## src/r2b_pkg.sv

```systemverilog
// ============================================================================
// r2b_pkg - shared types and constants for the RGB565 to BMP24 stream core
// Command format between front and back, header layout, byte step codes.
// ============================================================================
`default_nettype none

package r2b_pkg;

    // largest image side accepted by default
    localparam int unsigned MAX_DIMENSION_DEF = 4096;

    // configuration register width (fixed by the register map)
    localparam int unsigned CFG_W = 13;

    // command queue between front and back
    localparam int unsigned FIFO_DEPTH = 4;
    localparam int unsigned FIFO_AW    = 2;

    // byte step within one pixel's run: header bytes, then B, G, R, then pad
    localparam int unsigned STEP_W   = 6;
    localparam logic [STEP_W-1:0] HDR_LEN = 6'd54;
    localparam logic [STEP_W-1:0] STEP_B  = 6'd54;
    localparam logic [STEP_W-1:0] STEP_G  = 6'd55;
    localparam logic [STEP_W-1:0] STEP_R  = 6'd56;

    // header content
    localparam logic [STEP_W-1:0] OFS_SIG_B   = 6'd0;
    localparam logic [STEP_W-1:0] OFS_SIG_M   = 6'd1;
    localparam logic [STEP_W-1:0] OFS_WORDS   = 6'd2;
    localparam logic [7:0]        CHAR_B      = 8'h42;
    localparam logic [7:0]        CHAR_M      = 8'h4D;
    localparam logic [31:0]       DATA_OFFSET = 32'd54;
    localparam logic [31:0]       INFO_SIZE   = 32'd40;
    localparam logic [15:0]       PLANES      = 16'd1;
    localparam logic [15:0]       BPP         = 16'd24;

    // 32-bit header words, counted from byte offset 2
    localparam logic [3:0] WORD_TOTAL_LEN = 4'd0;
    localparam logic [3:0] WORD_DATA_OFS  = 4'd2;
    localparam logic [3:0] WORD_INFO_SIZE = 4'd3;
    localparam logic [3:0] WORD_WIDTH     = 4'd4;
    localparam logic [3:0] WORD_HEIGHT    = 4'd5;
    localparam logic [3:0] WORD_PLANES    = 4'd6;
    localparam logic [3:0] WORD_PIXEL_LEN = 4'd8;

    // one queued pixel with its classification
    typedef struct packed {
        logic [15:0] pixel;
        logic        header;     // header goes out ahead of this pixel
        logic [1:0]  pad;        // zero bytes after this pixel
        logic        frame_end;  // last pixel of the frame
    } t_cmd;

    // header values, all little-endian 32-bit words
    typedef struct packed {
        logic [31:0] total_len;
        logic [31:0] pixel_len;
        logic [31:0] width;
        logic [31:0] height;
    } t_hdr_info;

    function automatic logic [7:0] hdr_byte(input logic [STEP_W-1:0] step,
                                            input t_hdr_info info);
        logic [STEP_W-1:0] rel;
        logic [31:0]       word;
        logic [7:0]        res;
        rel  = step - OFS_WORDS;
        word = '0;
        unique case (rel[STEP_W-1:2])
            WORD_TOTAL_LEN: word = info.total_len;
            WORD_DATA_OFS:  word = DATA_OFFSET;
            WORD_INFO_SIZE: word = INFO_SIZE;
            WORD_WIDTH:     word = info.width;
            WORD_HEIGHT:    word = info.height;
            WORD_PLANES:    word = {BPP, PLANES};
            WORD_PIXEL_LEN: word = info.pixel_len;
            default:        word = '0;
        endcase
        res = 8'(word >> {rel[1:0], 3'b000});
        if (step == OFS_SIG_B) begin
            res = CHAR_B;
        end else if (step == OFS_SIG_M) begin
            res = CHAR_M;
        end
        return res;
    endfunction

endpackage

`default_nettype wire

```

## src/rgb565_to_bmp24_stream_core.sv

```systemverilog
// ============================================================================
// rgb565_to_bmp24_stream_core - RGB565 pixels in, 24-bit BMP byte stream out
// Front classifies pixels, a 4-entry queue decouples it from the byte back end.
// ============================================================================
//
//  channel   | direction | handshake                    | payload
//  ----------+-----------+------------------------------+---------------------------------
//  pixel in  | in        | push / full                  | i_pixel[15:0]
//  bytes out | out       | pop / empty                  | o_out_byte, o_last_of_run,
//            |           |                              | o_frame_end
//  config    | in        | psel, penable, pwrite, pready| paddr[2:0], pwdata, prdata
//
//  Bytes: each pixel makes 3 output bytes (B, G, R), plus 0..3 pad bytes at
//  a row end and 54 header bytes ahead of the first pixel of a frame. The
//  byte-wide output register sets the rate: one byte per cycle while pop holds.
//  Path: an accepted pixel passes the command queue and the back end's command
//  register before its first byte reaches the output register.
//  Stalls: the input only stalls when the 4-entry command queue is full; a
//  stalled output (pop low) holds the output register and the back end.
//  Reset: synchronous, active low; clears counters, queue and output valid,
//  sets both dimensions to 1 and arms the header for the next pixel.
//
`default_nettype none

module rgb565_to_bmp24_stream_core import r2b_pkg::*; #(
    parameter int unsigned MAX_DIMENSION = MAX_DIMENSION_DEF
) (
    input  wire logic        i_clk,
    input  wire logic        i_rst_n,
    // pixel input
    input  wire logic        push,
    output      logic        full,
    input  wire logic [15:0] i_pixel,
    // byte output
    output      logic        empty,
    input  wire logic        pop,
    output      logic [7:0]  o_out_byte,
    output      logic        o_last_of_run,
    output      logic        o_frame_end,
    // configuration
    input  wire logic        psel,
    input  wire logic        penable,
    input  wire logic        pwrite,
    input  wire logic [2:0]  paddr,
    input  wire logic [31:0] pwdata,
    output      logic [31:0] prdata,
    output      logic        pready
);

    // effective dimension width and padded row length width
    localparam int unsigned DIM_W = $clog2(MAX_DIMENSION + 1);
    localparam int unsigned RB_W  = $clog2(3 * MAX_DIMENSION + 4);

    localparam logic REG_WIDTH  = 1'b0;
    localparam logic REG_HEIGHT = 1'b1;

    logic [CFG_W-1:0]      r_image_width;
    logic [CFG_W-1:0]      r_image_height;
    logic                  w_cfg_wr;
    logic [DIM_W-1:0]      w_eff_w;
    logic [DIM_W-1:0]      w_eff_h;
    logic [RB_W-1:0]       w_row_sum;
    logic [RB_W-1:0]       r_row_bytes;
    logic [RB_W+DIM_W-1:0] w_prod;
    logic [31:0]           r_pixel_len;
    logic [31:0]           r_total_len;
    t_hdr_info             w_hdr;
    t_cmd                  w_wr_cmd;
    t_cmd                  w_rd_cmd;
    logic                  w_wr;
    logic                  w_rd;
    logic                  w_q_empty;

    // ---------------- configuration port ----------------
    // two registers, decoded on paddr[2]; pready is tied high
    assign pready   = 1'b1;
    assign w_cfg_wr = psel && penable && pwrite && pready;

    always_ff @(posedge i_clk) begin
        if (!i_rst_n) begin
            r_image_width  <= CFG_W'(1);
            r_image_height <= CFG_W'(1);
        end else if (w_cfg_wr) begin
            unique case (paddr[2])
                REG_WIDTH:  r_image_width  <= pwdata[CFG_W-1:0];
                REG_HEIGHT: r_image_height <= pwdata[CFG_W-1:0];
                default:    r_image_width  <= r_image_width;
            endcase
        end
    end

    always_comb begin
        unique case (paddr[2])
            REG_WIDTH:  prdata = 32'(r_image_width);
            REG_HEIGHT: prdata = 32'(r_image_height);
            default:    prdata = '0;
        endcase
    end

    // ---------------- effective dimensions ----------------
    // zero acts as 1, anything above the maximum acts as the maximum
    always_comb begin
        if (r_image_width == '0) begin
            w_eff_w = DIM_W'(1);
        end else if (32'(r_image_width) > 32'(MAX_DIMENSION)) begin
            w_eff_w = DIM_W'(MAX_DIMENSION);
        end else begin
            w_eff_w = DIM_W'(r_image_width);
        end
        if (r_image_height == '0) begin
            w_eff_h = DIM_W'(1);
        end else if (32'(r_image_height) > 32'(MAX_DIMENSION)) begin
            w_eff_h = DIM_W'(MAX_DIMENSION);
        end else begin
            w_eff_h = DIM_W'(r_image_height);
        end
    end

    // ---------------- header sizes ----------------
    // padded row = (3w + 3) & ~3; pixel array = row * h; file = pixel array + 54.
    // Three register stages; they settle well before header byte 2 goes out.
    assign w_row_sum = (RB_W'(w_eff_w) << 1) + RB_W'(w_eff_w) + RB_W'(3);
    assign w_prod    = {{DIM_W{1'b0}}, r_row_bytes} * {{RB_W{1'b0}}, w_eff_h};

    always_ff @(posedge i_clk) begin
        r_row_bytes <= {w_row_sum[RB_W-1:2], 2'b00};
        r_pixel_len <= 32'(w_prod);
        r_total_len <= r_pixel_len + DATA_OFFSET;
    end

    always_comb begin
        w_hdr.total_len = r_total_len;
        w_hdr.pixel_len = r_pixel_len;
        w_hdr.width     = 32'(w_eff_w);
        w_hdr.height    = 32'(w_eff_h);
    end

    // ---------------- front: accept and classify ----------------
    r2b_front #(
        .DIM_W (DIM_W)
    ) u_front (
        .i_clk   (i_clk),
        .i_rst_n (i_rst_n),
        .i_push  (push),
        .i_pixel (i_pixel),
        .i_full  (full),
        .i_eff_w (w_eff_w),
        .i_eff_h (w_eff_h),
        .o_wr    (w_wr),
        .o_cmd   (w_wr_cmd)
    );

    // ---------------- command queue ----------------
    r2b_fifo u_fifo (
        .i_clk   (i_clk),
        .i_rst_n (i_rst_n),
        .i_wr    (w_wr),
        .i_wdata (w_wr_cmd),
        .i_rd    (w_rd),
        .o_rdata (w_rd_cmd),
        .o_full  (full),
        .o_empty (w_q_empty)
    );

    // ---------------- back: byte sequencer ----------------
    r2b_back u_back (
        .i_clk         (i_clk),
        .i_rst_n       (i_rst_n),
        .i_cmd         (w_rd_cmd),
        .i_cmd_empty   (w_q_empty),
        .o_cmd_rd      (w_rd),
        .i_hdr         (w_hdr),
        .i_pop         (pop),
        .o_empty       (empty),
        .o_out_byte    (o_out_byte),
        .o_last_of_run (o_last_of_run),
        .o_frame_end   (o_frame_end)
    );

endmodule

`default_nettype wire

```

## src/r2b_front.sv

```systemverilog
// ============================================================================
// r2b_front - pixel intake and row/frame classification
// Tracks column and row, flags header, row padding and frame end per pixel.
// ============================================================================
`default_nettype none

module r2b_front import r2b_pkg::*; #(
    parameter int unsigned DIM_W = 13
) (
    input  wire logic             i_clk,
    input  wire logic             i_rst_n,
    input  wire logic             i_push,
    input  wire logic [15:0]      i_pixel,
    input  wire logic             i_full,
    input  wire logic [DIM_W-1:0] i_eff_w,
    input  wire logic [DIM_W-1:0] i_eff_h,
    output      logic             o_wr,
    output      t_cmd             o_cmd
);

    logic [DIM_W-1:0] r_col, n_col;
    logic [DIM_W-1:0] r_row, n_row;
    logic             r_header_pending, n_header_pending;
    logic [DIM_W:0]   w_col_inc;
    logic [DIM_W:0]   w_row_inc;
    logic             w_row_end;
    logic             w_frame_end;

    assign o_wr      = i_push && !i_full;
    assign w_col_inc = {1'b0, r_col} + (DIM_W+1)'(1);
    assign w_row_inc = {1'b0, r_row} + (DIM_W+1)'(1);
    assign w_row_end   = (w_col_inc >= {1'b0, i_eff_w});
    assign w_frame_end = w_row_end && (w_row_inc >= {1'b0, i_eff_h});

    always_comb begin
        o_cmd.pixel     = i_pixel;
        o_cmd.header    = r_header_pending;
        o_cmd.pad       = w_row_end ? i_eff_w[1:0] : 2'b00;  // (4 - 3w mod 4) mod 4
        o_cmd.frame_end = w_frame_end;
    end

    always_comb begin
        n_col            = r_col;
        n_row            = r_row;
        n_header_pending = r_header_pending;
        if (o_wr) begin
            n_header_pending = w_frame_end;
            if (!w_row_end) begin
                n_col = w_col_inc[DIM_W-1:0];
            end else begin
                n_col = '0;
                n_row = w_frame_end ? '0 : w_row_inc[DIM_W-1:0];
            end
        end
    end

    always_ff @(posedge i_clk) begin
        if (!i_rst_n) begin
            r_col            <= '0;
            r_row            <= '0;
            r_header_pending <= 1'b1;
        end else begin
            r_col            <= n_col;
            r_row            <= n_row;
            r_header_pending <= n_header_pending;
        end
    end

endmodule

`default_nettype wire

```

## src/r2b_fifo.sv

```systemverilog
// ============================================================================
// r2b_fifo - short command queue between front and back
// Register-based FIFO of classified pixels.
// ============================================================================
`default_nettype none

module r2b_fifo import r2b_pkg::*; (
    input  wire logic i_clk,
    input  wire logic i_rst_n,
    input  wire logic i_wr,
    input  wire t_cmd i_wdata,
    input  wire logic i_rd,
    output      t_cmd o_rdata,
    output      logic o_full,
    output      logic o_empty
);

    t_cmd               r_mem [FIFO_DEPTH];
    logic [FIFO_AW-1:0] r_wr_ptr;
    logic [FIFO_AW-1:0] r_rd_ptr;
    logic [FIFO_AW:0]   r_count;

    assign o_full  = (r_count == (FIFO_AW+1)'(FIFO_DEPTH));
    assign o_empty = (r_count == '0);
    assign o_rdata = r_mem[r_rd_ptr];

    always_ff @(posedge i_clk) begin
        if (i_wr) begin
            r_mem[r_wr_ptr] <= i_wdata;
        end
    end

    always_ff @(posedge i_clk) begin
        if (!i_rst_n) begin
            r_wr_ptr <= '0;
            r_rd_ptr <= '0;
            r_count  <= '0;
        end else begin
            if (i_wr) begin
                r_wr_ptr <= r_wr_ptr + FIFO_AW'(1);
            end
            if (i_rd) begin
                r_rd_ptr <= r_rd_ptr + FIFO_AW'(1);
            end
            unique case ({i_wr, i_rd})
                2'b10:   r_count <= r_count + (FIFO_AW+1)'(1);
                2'b01:   r_count <= r_count - (FIFO_AW+1)'(1);
                default: r_count <= r_count;
            endcase
        end
    end

endmodule

`default_nettype wire

```

## src/r2b_back.sv

```systemverilog
// ============================================================================
// r2b_back - byte sequencer and output register
// Expands each command into header, B/G/R and pad bytes, one per cycle unless stalled.
// ============================================================================
`default_nettype none

module r2b_back import r2b_pkg::*; (
    input  wire logic      i_clk,
    input  wire logic      i_rst_n,
    input  wire t_cmd      i_cmd,
    input  wire logic      i_cmd_empty,
    output      logic      o_cmd_rd,
    input  wire t_hdr_info i_hdr,
    input  wire logic      i_pop,
    output      logic      o_empty,
    output      logic [7:0] o_out_byte,
    output      logic      o_last_of_run,
    output      logic      o_frame_end
);

    t_cmd              r_cur;
    logic              r_busy;
    logic [STEP_W-1:0] r_step;
    logic [STEP_W-1:0] r_last;
    logic              r_out_valid;
    logic [7:0]        r_out_byte;
    logic              r_out_last;
    logic              r_out_fend;
    logic              w_adv;
    logic              w_emit;
    logic              w_at_last;
    logic [7:0]        w_byte;

    assign w_adv     = !r_out_valid || i_pop;
    assign w_emit    = r_busy && w_adv;
    assign w_at_last = (r_step == r_last);
    assign o_cmd_rd  = !i_cmd_empty && (!r_busy || (w_emit && w_at_last));

    always_comb begin
        priority if (r_step < HDR_LEN) begin
            w_byte = hdr_byte(r_step, i_hdr);
        end else if (r_step == STEP_B) begin
            w_byte = {r_cur.pixel[4:0], 3'b000};
        end else if (r_step == STEP_G) begin
            w_byte = {r_cur.pixel[10:5], 2'b00};
        end else if (r_step == STEP_R) begin
            w_byte = {r_cur.pixel[15:11], 3'b000};
        end else begin
            w_byte = 8'h00;
        end
    end

    always_ff @(posedge i_clk) begin
        if (o_cmd_rd) begin
            r_cur  <= i_cmd;
            r_last <= STEP_R + STEP_W'(i_cmd.pad);
        end
        if (o_cmd_rd) begin
            r_step <= i_cmd.header ? '0 : STEP_B;
        end else if (w_emit) begin
            r_step <= r_step + STEP_W'(1);
        end
        if (w_emit) begin
            r_out_byte <= w_byte;
            r_out_last <= w_at_last;
            r_out_fend <= w_at_last && r_cur.frame_end;
        end
    end

    always_ff @(posedge i_clk) begin
        if (!i_rst_n) begin
            r_busy      <= 1'b0;
            r_out_valid <= 1'b0;
        end else begin
            if (o_cmd_rd) begin
                r_busy <= 1'b1;
            end else if (w_emit && w_at_last) begin
                r_busy <= 1'b0;
            end
            if (w_adv) begin
                r_out_valid <= w_emit;
            end
        end
    end

    assign o_empty       = !r_out_valid;
    assign o_out_byte    = r_out_byte;
    assign o_last_of_run = r_out_last;
    assign o_frame_end   = r_out_fend;

endmodule

`default_nettype wire

```

## config.mk

```make
export PLATFORM = sky130hd
export DESIGN_NAME = rgb565_to_bmp24_stream_core
export DESIGN_NICKNAME = d
export VERILOG_FILES = /design/src/r2b_pkg.sv /design/src/rgb565_to_bmp24_stream_core.sv /design/src/r2b_front.sv /design/src/r2b_fifo.sv /design/src/r2b_back.sv
export SDC_FILE = /design/constraint.sdc
export NUM_CORES = 1
export LEC_CHECK = 0
export BUFFER_PORTS_ARGS = -buffer_cell sky130_fd_sc_hd__buf_2
export CORE_MARGIN = 3
export CORE_UTILIZATION = 45
export CTS_CLUSTER_SIZE = 24
export DETAILED_ROUTE_END_ITERATION = 10
export PLACE_DENSITY = 0.63
export SLEW_MARGIN = 20
export SYNTH_ARGS = -nofsm -noshare
export SYNTH_HDL_FRONTEND = slang
export SYNTH_SLANG_ARGS = --single-unit
```

## constraint.sdc

```tcl
create_clock -name i_clk -period 7.3 [get_ports i_clk]
set_input_delay 0.365 -clock i_clk [delete_from_list [all_inputs] [get_ports i_clk]]
set_output_delay 0.365 -clock i_clk [all_outputs]
set_load 0.005 [all_outputs]
```

Yosys cells after proc, flatten, opt, wreduce, memory -nomap -nowiden
Memories as Yosys holds them, arrays and structs flattened. A register that Yosys moved wholly into a read port is not among the register bits.
Index checks and enable logic that the tools add are counted.
{"block": "op_classes", "add_sub_neg": 12, "n_mul": 1, "order_cmp": 5, "n_eq_ne": 14, "n_shift": 1, "mux": 26, "bitwise_logic": 1, "n_reduce_logical": 25}
{"operator": "28-bit one-hot mux with 7 select lines", "count": 1}
{"operator": "13-bit two-way mux", "count": 6}
{"operator": "32-bit one-hot mux with 2 select lines", "count": 1}
{"operator": "8-bit two-way mux", "count": 6}
{"operator": "32-bit two-way mux", "count": 1}
{"operator": "32-bit by 5-bit >> shifter with 8-bit output", "count": 1}
{"operator": "13-bit by 1-bit adder with 14-bit output (second input constant)", "count": 2}
{"operator": "27-bit by 6-bit adder with 28-bit output (second input constant)", "count": 1}
{"operator": "14-bit by 13-bit >= comparator with 1-bit output", "count": 2}
{"operator": "13-bit greater-than comparator (second input constant)", "count": 2}
{"operator": "13-bit zero test", "count": 2}
{"operator": "12-bit by 13-bit multiplier with 25-bit output", "count": 1}
{"operator": "6-bit == test (second input constant)", "count": 3}
{"operator": "6-bit two-way mux", "count": 3}
{"operator": "14-bit by 13-bit adder with 14-bit output", "count": 1}
{"operator": "14-bit by 2-bit adder with 14-bit output (second input constant)", "count": 1}
{"operator": "4-bit by 3-bit == test with 1-bit output (second input constant)", "count": 3}
{"operator": "4-bit by 2-bit == test with 1-bit output (second input constant)", "count": 2}
{"operator": "1-bit logical AND", "count": 8}
{"operator": "6-bit by 1-bit adder with 6-bit output (second input constant)", "count": 1}
{"operator": "6-bit by 1-bit == test with 1-bit output (second input constant)", "count": 1}
{"operator": "6-bit == test", "count": 1}
{"operator": "6-bit zero test", "count": 1}
{"operator": "6-bit less-than comparator (second input constant)", "count": 1}
{"operator": "19 further kinds", "count": 33}
{"block": "totals", "regBits": 166, "ram_bits": 80, "in_bits": 58, "out_inout_bits": 45, "wordCells": 106, "memories": 1}
{"name": "u_fifo.r_mem", "words": 4, "width": 20, "read_ports": 1, "rd_ports_with_merged_regs": 1, "write_ports": 1, "line_no": "r2b_fifo.sv:18", "rtl": "t_cmd r_mem [FIFO_DEPTH];"}

Logic depth before layout (Yosys ltp)
Gate-level depths: netlist of run 1.
{"block": "depth", "word_depth": 9, "ltp_mapped": 24, "ltp_nobuf": 23}

Hierarchy
From an unflattened synthesis of run 1, not the netlist that was laid out.
{"block": "hier_totals", "hier_cells": 1813, "area_unflattened_um2": 18063.6}
{"mod": "rgb565_to_bmp24_stream_core", "instances": 1, "cells_each": 1011, "area_each_um2": 8959.8, "seq_area_each_um2": 1781.7}
{"mod": "r2b_fifo", "instances": 1, "cells_each": 150, "area_each_um2": 3335.7, "seq_area_each_um2": 2582.5}
{"mod": "r2b_back", "instances": 1, "cells_each": 340, "area_each_um2": 3319.4, "seq_area_each_um2": 1091.0}
{"mod": "r2b_front", "instances": 1, "cells_each": 312, "area_each_um2": 2448.6, "seq_area_each_um2": 540.5}

Worst setup path before layout of run 1
Ideal clock, no wire load.
{"block": "synth_timing", "path_kind": "register to register", "start": "reg r_image_height[12]", "end": "reg r_pixel_len[25]", "setup_time_ps": 134, "arrival_time_ps": 5734, "t_required_ps": 7166, "slack_ps": 1432, "path_stages_with_launch": 22, "n_path_buf": 2, "synth_period_minus_slack_ps": 5868, "path_cell_list": "dfxtp_1 -> clkbuf_1 -> nor2b_1 -> clkbuf_1 -> nand2_1 -> fa_1 -> fa_1 -> fa_1 -> inv_1 -> fa_1 -> inv_1 -> fa_1 -> inv_1 -> ha_1 -> a2111oi_2 -> o21ai_1 -> nand4_1 -> a21oi_1 -> a41oi_2 -> a21oi_1 -> nor4bb_1 -> or4_1"}
{"block": "synth_between", "elab_chain_cells": 4, "word_cells_on_any_way": 5, "cone_classes": "mul: 1; order compare: 1; mux: 2; reduce/logical: 1"}
{"item": "from (decl)", "line_no": "rgb565_to_bmp24_stream_core.sv:58", "rtl": "logic [CFG_W-1:0] r_image_height;"}
{"item": "from (signal assigned)", "line_no": "rgb565_to_bmp24_stream_core.sv:86", "rtl": "REG_HEIGHT: r_image_height <= pwdata[CFG_W-1:0];"}
{"item": "13-bit greater-than comparator", "line_no": "rgb565_to_bmp24_stream_core.sv:112", "rtl": "end else if (32'(r_image_height) > 32'(MAX_DIMENSION)) begin"}
{"item": "13-bit two-way mux", "line_no": "rgb565_to_bmp24_stream_core.sv:112"}
{"item": "13-bit two-way mux *", "line_no": "rgb565_to_bmp24_stream_core.sv:110", "rtl": "if (r_image_height == '0) begin"}
{"item": "12-bit by 13-bit multiplier with 25-bit output *", "line_no": "rgb565_to_bmp24_stream_core.sv:123", "rtl": "assign w_prod = {{DIM_W{1'b0}}, r_row_bytes} * {{RB_W{1'b0}}, w_eff_h};"}
{"item": "via w_prod[25]", "line_no": "rgb565_to_bmp24_stream_core.sv:64", "rtl": "logic [RB_W+DIM_W-1:0] w_prod;"}
{"item": "to (signal assigned)", "line_no": "rgb565_to_bmp24_stream_core.sv:127", "rtl": "r_pixel_len <= 32'(w_prod);"}
{"item": "to (decl)", "line_no": "rgb565_to_bmp24_stream_core.sv:65", "rtl": "logic [31:0] r_pixel_len;"}
The timed path passes the listed nets; every way through them passes the cells marked *.
A chain may end at the register's enable or synchronous reset.

Worst setup path after layout of run 1
{"block": "layout_timing", "start": "reg r_image_height[6]", "end": "reg r_pixel_len[25]"}
The elaborated chain is that of the path after synthesis.

==> results.py, run 1 <==
metrics = {
    "pwr": {
        "power_leakage_nw": 8.20,
        "peakVddDrop_mv": 0.244,
        "combPwrFrac_pct": 28.3,
        "clkPwrFrac_pct": 30.7,
        "total_power_mw": 4.55,
        "p_sw_mw": 1.52,
        "power.internal_mw": 3.03,
        "powerDensity_nw_per_um2": 244,
        "power_frac_seq_pct": 41.0,
        "switching_share_pct": 33.4,
    },
    "logic_synthesis": {
        "synth_edf_count": 115,
        "synth-main-ff-cell": "dfxtp_1",
        "synth_area_sq_um": 17000,
        "synth_most_common_cell": "nand2_1",
        "yosys-top-cells-count": "228 x nand2_1, 193 x inv_1, 127 x dfxtp_1",
        "synthCells": 1702,
        "ys_ff_latch": 242,
        "yosysTopAreaCell": "edfxtp_1",
        "ys_seq_area_share_pct": 35.3,
        "synth.area.top_cells": "edfxtp_1 20%, dfxtp_1 15%, fa_1 13%",
        "synth.top_cell.area_share_pct": 20.3,
        "yosys_warnings": 0,
        "async_flop_share_pct": 0,
        "ys_types": 92,
        "syn_avg_cell_area_sq_um": 9.99,
    },
    "worst_setup_path": {
        "regToRegStartpoint": "r_image_height[6]",
        "regToRegSetupSlack_ns": 0.83,
        "end_kind": "flop",
        "cp-endpoint": "r_pixel_len[25]",
        "startpoint": "r_image_height[6]",
        "critPathRequiredTime_ns": 7.72,
        "reg2reg_depth": 19,
        "path_max_fanout": 8,
        "worstPathArrival_ns": 6.89,
        "start_kind": "flop",
        "critPathKind": "flop to flop",
        "worst_r2r_endpoint": "r_pixel_len[25]",
    },
    "sta": {
        "finalMaxSlewViolations": 0,
        "rsz0062_at_grt": "no",
        "fin_tns_setup_ns": 0,
        "setup_violations": 0,
        "worst_pin_slew_ns": 1.10,
        "clock_skew_ns": 0.00712,
        "fmax_ghz": 0.155,
        "fin_crit_sh_pct": 88.6,
        "timing.slew.headroom_pct": 26.8,
        "min_period_ns": 6.47,
        "fin_hold_ws_ns": 0.0325,
        "hold_violations": 0,
    },
    "drt": {
        "wl_per_cell_um": 17.9,
        "first_pass_iters": 5,
        "drt_wl_total_um": 40500,
        "via_per_inst": 5.39,
        "postRouteAntennaNets": 0,
        "drtIter0Drc": 804,
        "num_vias": 12196,
        "route.detailed.drc": 0,
    },
    "clock_network": {
        "numCtsBuffers": 27,
        "postCtsSetupBuffers": 0,
        "path_clk_slew_ns": 0.06,
        "cts_sinks": 242,
        "post_cts_resized": 0,
        "clkLatencyLatePin_ns": 0.55,
        "cts_root_buffer": "clkbuf_16",
        "htree_levels": 1,
        "clk_path_buf_depth": 3,
        "cts-hold-fix-buffers": 0,
        "cts_tree": "yes",
    },
    "placed_design": {
        "gp_congestion": 0.872,
        "portBuffers": 61,
        "hpwl_um": 30000,
    },
    "global_route": {
        "grt_pass1_vias": 12189,
        "antenna_found_initial": 0,
        "grt_max_degree": 58,
        "grt_pass1_wl_um": 65500,
        "track_usage_pct": 20.0,
        "grt_overflow": 0,
    },
    "min_path": {
        "hold_class": "input pin to flop",
    },
    "layout": {
        "drive_gt1_share_pct": 10.9,
        "final_nets": 2031,
        "area_delta_synth_final_pct": 9.60,
        "antenna_cells": 0,
    },
    "die": {
        "ioPinCount": 103,
        "start_util_pct": 46.0,
        "rows": 70,
        "dieArea_sq_um": 40200,
        "coreArea_sq_um": 37000,
        "dieHeight_um": 200,
        "die_x_um": 200,
    },
    "status": {
        "outcome": "finished clean",
    },
    "run": {
        "maxCapViolCount": 0,
    },
}
==> state kept, by name, summed over array words and instances, names as in the netlist, named ones only <==
| register | count |
|---|---|
| u_fifo.r_rd_ptr | 2 |
| u_back.o_out_byte | 8 |
| u_back.o_last_of_run | 1 |
| u_back.o_frame_end | 1 |
| u_back.r_cur | 17 |
| u_fifo.r_mem | 80 |
| u_front.r_row | 13 |
| u_back.r_last | 2 |
| r_pixel_len | 25 |
| u_front.r_col | 13 |
| u_back.r_step | 6 |
| u_front.r_header_pending | 1 |
| r_image_width | 13 |
| u_fifo.r_count | 3 |
| u_back.r_out_valid | 1 |
| u_fifo.r_wr_ptr | 2 |
| r_row_bytes | 12 |
| r_image_height | 13 |
| u_back.r_busy | 1 |
| r_total_len | 26 |
==> power groups by stage <==
| stage | clock network [mW] | logic [mW] | registers [mW] |
|---|---|---|---|
| 6_report | 1.40 | 1.29 | 1.87 |
| 5_1_grt | 1.48 | 1.43 | 1.89 |
| 4_1_cts | 1.42 | 1.29 | 1.87 |
| 3_5_place_dp | 0 | 1.28 | 1.90 |
| 3_3_place_gp | 0 | 1.26 | 1.89 |
| 2_1_floorplan | 0 | 1.02 | 1.79 |
==> metrics by stage <==
step           cell area, sq um  worst slack [ns]  util [%]  instances
2_1_floorplan             17100              1.43         -       1720
3_3_place_gp              17700              1.03      47.9       2213
3_5_place_dp              17700             0.886      47.9       2213
4_1_cts                   18600             0.885      50.4       2263
5_1_grt                   18600             0.530      50.4       2263
6_report                  18600             0.834      50.4       2263
==> worst max-delay path, stage by stage, from the launching register on <==
cell	delay (ns)
dfxtp_1	0.39
nor2b_1	0.73
nand2_1	0.17
fa_1	0.57
fa_1	0.44
fa_1	0.49
inv_1	0.05
fa_1	0.53
inv_1	0.06
fa_1	0.53
inv_1	0.05
ha_1	0.38
a2111oi_2	0.34
o21ai_1	0.18
nand4_1	0.16
a21oi_1	0.13
a41oi_2	0.32
a21oi_1	0.14
nor4bb_1	0.16
or4_1	0.51
==> area by class of cell <==
cell class	count	area, sq um
tap	504	631
clock inverter	11	159
fill	3463	18300
timing repair buffer	84	478
multi-input combinational	1188	9870
clock buffer	39	771
sequential	242	6000
inverter	195	732
==> layout by cell type, fill, tap and decap left out, types with 16 or more instances in the layout <==
cell type  count
nand2_1      228
inv_1        193
dfxtp_1      127
ha_1         124
edfxtp_1     115
fa_1         111
and2_1        75
buf_2         61
xnor2_1       58
nor2_1        53
a21oi_1       53
nand3_1       40
a21boi_0      39
xor2_1        31
o21ai_0       28
clkbuf_16     27
nor2b_1       26
buf_4         23
a21o_1        22
mux4_2        20
conb_1        20
a31oi_1       19
nand4_1       17
a22oi_1       17
and3_1        16
mux2_2        16
==> per-layer routing <==
metal  wire length, um  up-vias  track usage, %
li1                  -     5825               -
met1             18200     6007            28.0
met2             19200      309            33.3
met3              2360       55            2.96
met4               719        0            4.24
met5                 0        -               0
==> worst min-delay path by stage <==
| stage | from | end | slack, ns | depth (start not counted) |
|---|---|---|---|---|
| finish | i_pixel[5] | u_fifo.r_mem[0][9] | 0.03 | 1 |
| global route | i_pixel[5] | u_fifo.r_mem[2][9] | 0.006 | 1 |
| CTS | i_pixel[5] | u_fifo.r_mem[2][9] | 0.005 | 1 |
| detailed placement | r_pixel_len[2] | r_total_len[2] | 0.43 | 1 |
| global placement | r_pixel_len[2] | r_total_len[2] | 0.43 | 1 |
| floorplan | r_pixel_len[2] | r_total_len[2] | 0.40 | 1 |
==> logic make-up (layout without fill, tap and decap cells) <==
family | after synthesis | in the layout | synth area share, %
buffers and inverters | 290 | 329 | 7.14
adder cells (fa/ha/maj) | 236 | 236 | 22.3
multiplexers | 41 | 41 | 4.00
flip-flops | 242 | 242 | 35.3
other | 2 | 20 | 0.0442
AO/OA/AOI/OAI | 273 | 273 | 11.4
XOR/XNOR | 89 | 89 | 4.58
AND/OR/NAND/NOR | 529 | 529 | 15.4
(Power assumes the default switching activity.)
==> inputs of run 2 (changes only) <==
BUFFER_PORTS_ARGS = default   (was -buffer_cell sky130_fd_sc_hd__buf_2)
DONT_BUFFER_PORTS = 1   (was default)
PLACE_DENSITY = 0.61   (was 0.63)
==> run 2 against run 1 <==
  * Count of clock-buffer cells in the layout shrank 6
  * First-iteration DRC count shrank 2.5%
  * Clock power is essentially flat
  * Utilization shrank 0.091 points
  * Die area is the same
  * Global-route usage grew 0.23 points
  * Via count shrank 1.2%
  * Non-clock buffer count shrank 34
  * Setup slack lost 0.13 ns
  * Highest routed layer unchanged
==> results.py, run 2 (synthesis results as in run 1) <==
metrics = {
    "pwr": {
        "power_frac_seq_pct": 41.6,
        "clkPwrFrac_pct": 30.7,
        "power.internal_mw": 2.99,
        "switching_share_pct": 33.8,
        "powerDensity_nw_per_um2": 243,
        "power_leakage_nw": 8.05,
        "combPwrFrac_pct": 27.7,
        "peakVddDrop_mv": 0.188,
        "p_sw_mw": 1.52,
    },
    "run": {
        "maxCapViolCount": 0,
    },
    "global_route": {
        "track_usage_pct": 20.2,
        "grt_max_degree": 56,
        "grt_pass1_vias": 12313,
        "grt_pass1_wl_um": 66300,
        "antenna_found_initial": 0,
        "grt_overflow": 0,
    },
    "placed_design": {
        "portBuffers": 0,
        "hpwl_um": 29900,
        "dpl-instance-area_sq_um": 17400,
        "gp_congestion": 0.858,
    },
    "clock_network": {
        "cts_root_buffer": "clkbuf_16",
        "htree_levels": 1,
        "cts_tree": "yes",
        "cts_sinks": 242,
        "clkLatencyLatePin_ns": 0.56,
        "post_cts_resized": 0,
        "path_clk_slew_ns": 0.06,
        "clk_path_buf_depth": 3,
        "numCtsBuffers": 28,
    },
    "min_path": {
        "hold_class": "input pin to flop",
        "min_from": "pop",
    },
    "status": {
        "outcome": "finished clean",
    },
    "worst_setup_path": {
        "startpoint": "r_image_height[12]",
        "end_kind": "flop",
        "worstPathArrival_ns": 7.00,
        "regToRegStartpoint": "r_image_height[12]",
        "critPathRequiredTime_ns": 7.71,
        "critPathKind": "flop to flop",
        "start_kind": "flop",
        "path_max_fanout": 15,
    },
    "die": {
        "ioPinCount": 103,
        "dieHeight_um": 200,
        "die_x_um": 200,
        "start_util_pct": 46.0,
        "rows": 70,
        "dieArea_sq_um": 40200,
        "coreArea_sq_um": 37000,
    },
    "layout": {
        "area_delta_synth_final_pct": 9.40,
        "drive_gt1_share_pct": 7.30,
        "final_cell_area_sq_um": 18600,
        "top_register": "u_fifo.r_mem",
        "final_nets": 1998,
        "antenna_cells": 0,
        "final_common_cell": "nand2_1",
        "nFillCells": 3425,
        "layout_common_cells": "228 x nand2_1, 193 x inv_1, 127 x dfxtp_1",
        "reg_top3": "u_fifo.r_mem: 80 flops, r_total_len: 26 flops, r_pixel_len: 25 flops",
        "largest_reg_flops": 80,
    },
    "drt": {
        "drtIter0Drc": 784,
        "wl_met3_um": 2320,
        "postRouteAntennaNets": 0,
        "top_layer": "met4",
        "via_per_inst": 5.41,
        "m1WireLength_um": 18900,
        "num_vias": 12051,
        "wl_per_cell_um": 18.2,
        "route.detailed.drc": 0,
        "dr_wl_met2_um": 18700,
        "first_pass_iters": 5,
        "drt_wl_total_um": 40600,
    },
    "sta": {
        "worst_pin_slew_ns": 1.11,
        "setup_violations": 0,
        "fin_tns_setup_ns": 0,
        "hold_violations": 0,
        "timing.slew.headroom_pct": 26.2,
        "fin_hold_ws_ns": 0.0540,
        "min_period_ns": 6.60,
        "fin_crit_sh_pct": 90.4,
        "finalMaxSlewViolations": 0,
        "rsz0062_at_grt": "no",
        "fmax_ghz": 0.152,
        "clock_skew_ns": 0.0308,
    },
}
run 2: cell types whose count changed in the layout (fill, tap and decap cells not counted), moves of 2 or more:
cell / previous run / this run
buf_2: 61 / 0
dlygate4sd3_1: 0 / 30
clkbuf_8: 5 / 0
buf_4: 23 / 19
clkinv_2: 2 / 6
clkbuf_1: 7 / 5
clkinv_1: 2 / 4
clkinv_8: 0 / 2
clkinvlp_4: 4 / 2
run 2: path summary, 6_finish.rpt:
check                             to  slack (ns)  cells past startpoint
setup / recovery     r_pixel_len[25]        0.70                     20
hold / removal    u_back.r_out_valid        0.05                      2
setup reg to reg     r_pixel_len[25]        0.70                     20
hold reg to reg       r_total_len[2]        0.45                      1
run 2: metal layers:
layer / global-route usage [%] / up-vias
met5: 0 / -
met4: 3.56 / 0
met3: 3.48 / 51
met2: 33.0 / 291
met1: 28.8 / 5955
li1: - / 5754
run 2: critical path: stages, from the launching register on:
cell and delay [ns]:
dfxtp_1 0.44, buf_4 0.26, nor2b_1 0.57, nand2_1 0.18, fa_1 0.46, fa_1 0.46, fa_1 0.50, inv_1 0.06
fa_1 0.53, inv_1 0.06, fa_1 0.55, inv_1 0.05, ha_1 0.39, a2111oi_2 0.33, o21ai_1 0.20, nand4_1 0.14
a21oi_1 0.12, a41oi_2 0.31, a21oi_1 0.15, nor4bb_1 0.17, or4_1 0.51
run 2: final cells by class:
class / count / area, sq um / share of cell area, %
clock buffers: 33 / 719 / 3.87
clock inverters: 17 / 193 / 1.04
inverters: 195 / 732 / 3.93
multi-input cells: 1188 / 9870 / 53.1
flip-flops and latches: 242 / 6000 / 32.2
well taps: 504 / 631 / 3.39
repair buffers: 50 / 463 / 2.49
run 2: power by group through the flow:
stage          Combinational, mW  Clock (mW)  Sequential, mW
2_1_floorplan               1.02           0            1.79
3_3_place_gp                1.21           0            1.90
3_5_place_dp                1.22           0            1.91
4_1_cts                     1.25        1.41            1.88
5_1_grt                     1.40        1.46            1.91
6_report                    1.25        1.38            1.88
run 2: timing repair:
| action | in CTS | in global routing |
|---|---|---|
| endpoints found under the hold margin | 120 | 0 |
| buffers inserted | 0 | 0 |
| hold buffers | 31 | 0 |
run 2: stage by stage:
stage	cells	setup WS (ns)	power [mW]	utilization (%)
finish	2229	0.703	4.52	50.3
global route	2229	0.425	4.77	50.3
CTS	2229	0.754	4.54	50.3
detailed placement	2148	0.784	3.14	47.0
global placement	2148	0.913	3.12	47.0
floorplan	1720	1.43	2.82	-
==> inputs of run 3 (changes only) <==
SETUP_SLACK_MARGIN = 0.15   (was default)
SYNTH_HIERARCHICAL = 1   (was default)
==> run 3 against run 2 <==
  * Non-clock buffer count increased by 2
  * Wire length grew 5.1%
  * Via count rose by 6.1%
  * Count of clock-buffer cells in the layout increased by 3
  * Setup slack improved by 0.58 ns
  * Die area rose by 6.0%
  * Clock skew is 0.011 ns lower
  * Synthesized cell count up 6.5%
  * Critical path type unchanged
==> results.py, run 3 <==
metrics = {
    "layout": {
        "final_cell_area_sq_um": 19700,
        "largest_reg_flops": 80,
        "drive_gt1_share_pct": 7.93,
        "reg_top3": "u_fifo/r_mem: 80 flops, r_total_len: 26 flops, r_pixel_len: 25 flops",
        "multi_input_area_sq_um": 10900,
        "fin_util_pct": 50.2,
        "fin_cells": 2385,
        "layout_common_cells": "209 x nand2_1, 198 x inv_1, 127 x dfxtp_1",
        "antenna_cells": 0,
        "top_register": "u_fifo/r_mem",
        "area_delta_synth_final_pct": 9.01,
        "final_nets": 2138,
        "final_common_cell": "nand2_1",
        "nFillCells": 3581,
        "regArea_sq_um": 6000,
    },
    "sta": {
        "fin_tns_setup_ns": 0,
        "rsz0062_at_grt": "no",
        "hold_violations": 0,
        "worst_pin_slew_ns": 1.06,
        "worst_slack_ns": 1.28,
        "fmax_ghz": 0.166,
        "finalMaxSlewViolations": 0,
        "fin_crit_sh_pct": 82.5,
        "min_period_ns": 6.02,
        "fin_hold_ws_ns": 0.0754,
        "setup_violations": 0,
        "timing.slew.headroom_pct": 28.7,
        "clock_skew_ns": 0.0202,
    },
    "logic_synthesis": {
        "synth_top_family_by_area": "adder cells",
        "synth.area.top_cells": "edfxtp_1 19%, dfxtp_1 14%, fa_1 12%",
        "synth.top_cell.area_share_pct": 19.1,
        "synth_compound_area_share_pct": 10.8,
        "synthAdderAreaFrac_pct": 20.9,
        "syn_avg_cell_area_sq_um": 9.96,
        "synthMuxAreaShare_pct": 6.32,
        "synth-main-ff-cell": "dfxtp_1",
        "ys_ff_latch": 242,
        "ys_seq_area_share_pct": 33.2,
        "synth-simple-area-share_pct": 16.5,
        "synth_area_sq_um": 18100,
        "async_flop_share_pct": 0,
        "synth_most_common_cell": "nand2_1",
        "ys_types": 97,
        "synth_edf_count": 115,
        "synthCells": 1813,
        "yosys_warnings": 6,
        "synth_xor_area_share_pct": 4.16,
        "yosys-top-cells-count": "209 x nand2_1, 198 x inv_1, 127 x dfxtp_1",
        "yosysTopAreaCell": "edfxtp_1",
    },
    "worst_setup_path": {
        "max_stage_delay_ns": 0.78,
        "regToRegSetupSlack_ns": 1.28,
        "cpMostUsedCell": "fa_1",
        "crit_slowest_cell": "nor2b_1",
        "end_kind": "flop",
        "critPathKind": "flop to flop",
        "start_kind": "flop",
        "path_max_fanout": 8,
        "critPathRequiredTime_ns": 7.75,
        "worstPathArrival_ns": 6.47,
        "cp_cell_sequence": "nor2b_1, buf_4, nand2_1, fa_1, fa_1, inv_1, ha_1, fa_1, inv_1, fa_1, inv_1, ha_1, a21oi_1, and2b_1, a21oi_2, o41ai_2, o21ai_1, xor2_1",
    },
    "die": {
        "dieHeight_um": 206,
        "ioPinCount": 103,
        "coreArea_sq_um": 39200,
        "die_x_um": 206,
        "start_util_pct": 46.1,
        "rows": 72,
        "dieArea_sq_um": 42600,
    },
    "drt": {
        "num_vias": 12784,
        "via_per_inst": 5.36,
        "first_pass_iters": 5,
        "top_layer": "met4",
        "route.detailed.drc": 0,
        "wl_met3_um": 2300,
        "postRouteAntennaNets": 0,
        "dr_wl_met2_um": 20200,
        "m1WireLength_um": 19200,
        "drtIter0Drc": 666,
        "drt_wl_total_um": 42700,
        "wl_per_cell_um": 17.9,
    },
    "status": {
        "outcome": "finished clean",
    },
    "global_route": {
        "grt_overflow": 0,
        "grt_max_degree": 71,
        "grt_pass1_vias": 12942,
        "grt_pass1_wl_um": 70000,
        "track_usage_pct": 20.6,
        "antenna_found_initial": 1,
    },
    "run": {
        "maxCapViolCount": 0,
    },
    "clock_network": {
        "post_cts_resized": 0,
        "path_clk_slew_ns": 0.06,
        "cts_tree": "yes",
        "numCtsBuffers": 28,
        "clk_path_buf_depth": 3,
        "htree_levels": 1,
        "cts_sinks": 242,
        "cts_root_buffer": "clkbuf_16",
        "clkLatencyLatePin_ns": 0.58,
    },
    "placed_design": {
        "hpwl_um": 31300,
        "dpl-instance-area_sq_um": 18400,
        "dp_cells": 2301,
        "portBuffers": 0,
        "gp_congestion": 0.859,
        "place_ws_ns": 1.31,
    },
    "pwr": {
        "powerDensity_nw_per_um2": 249,
        "total_power_mw": 4.90,
        "power_leakage_nw": 8.33,
        "peakVddDrop_mv": 0.226,
    },
    "min_path": {
        "hold_class": "input pin to flop",
    },
}
## run 3: cell types whose count changed after synthesis, sizes merged, moves of 9 or more
cell	change
mux2i	+45
buf	+21
nand2	-19
o22ai	+17
o221ai	+14
a21o	-13
a31oi	-13
a22oi	-11
o21ai	+10
a22o	-9
or2	+9
## run 3: critical path: cells and delay by family (launching register included)
kind,cells,cell delay (ns)
xor gates and xnor gates,1,0.17
and+or+nand+nor,3,1.06
buffers and inverters,4,0.47
AOI/OAI and AO/OA,4,1.09
adders and majority gates,6,2.72
DFF,1,0.39
## run 3: kinds of logic after synthesis
family	after synthesis
xor gates and xnor gates	85
other	2
and+or+nand+nor	571
adders and majority gates	235
buffers and inverters	320
DFF	242
muxes	87
AOI/OAI and AO/OA	271
## run 3: area by class of cell
cell class | count | area share [%]
Multi-Input combinational cell | 1320 | 55.3
Tap cell | 518 | 3.29
Clock inverter | 16 | 0.934
Inverter | 201 | 3.83
Timing Repair Buffer | 52 | 2.48
Clock buffer | 36 | 3.76
Sequential cell | 242 | 30.4
## run 3: timing repair
item | 4_1_cts | 5_1_grt
hold buffers | 32 | 0
buffers inserted | 0 | 0
endpoints found under the hold margin | 128 | 0
## run 3: path summary, 6_finish.rpt
kind,start,end,depth (start not counted)
setup / recovery,r_image_height[2],r_pixel_len[22],18
hold / removal,i_rst_n,u_front/r_col[4],2
setup reg to reg,r_image_height[2],r_pixel_len[22],18
hold reg to reg,r_pixel_len[2],r_total_len[2],1
## run 3: power by group
group          total (mW)  leakage (nW)  internal, mW  switching, mW
Combinational        1.59          5.79         0.611          0.977
Sequential           1.91          2.10          1.72          0.199
Clock                1.39         0.444         0.802          0.592
## run 3: routing by layer
layer,global-route usage (%),vias up
li1,-,6177
met1,28.0,6262
met2,34.3,287
met3,3.28,58
met4,5.96,0
met5,0,-
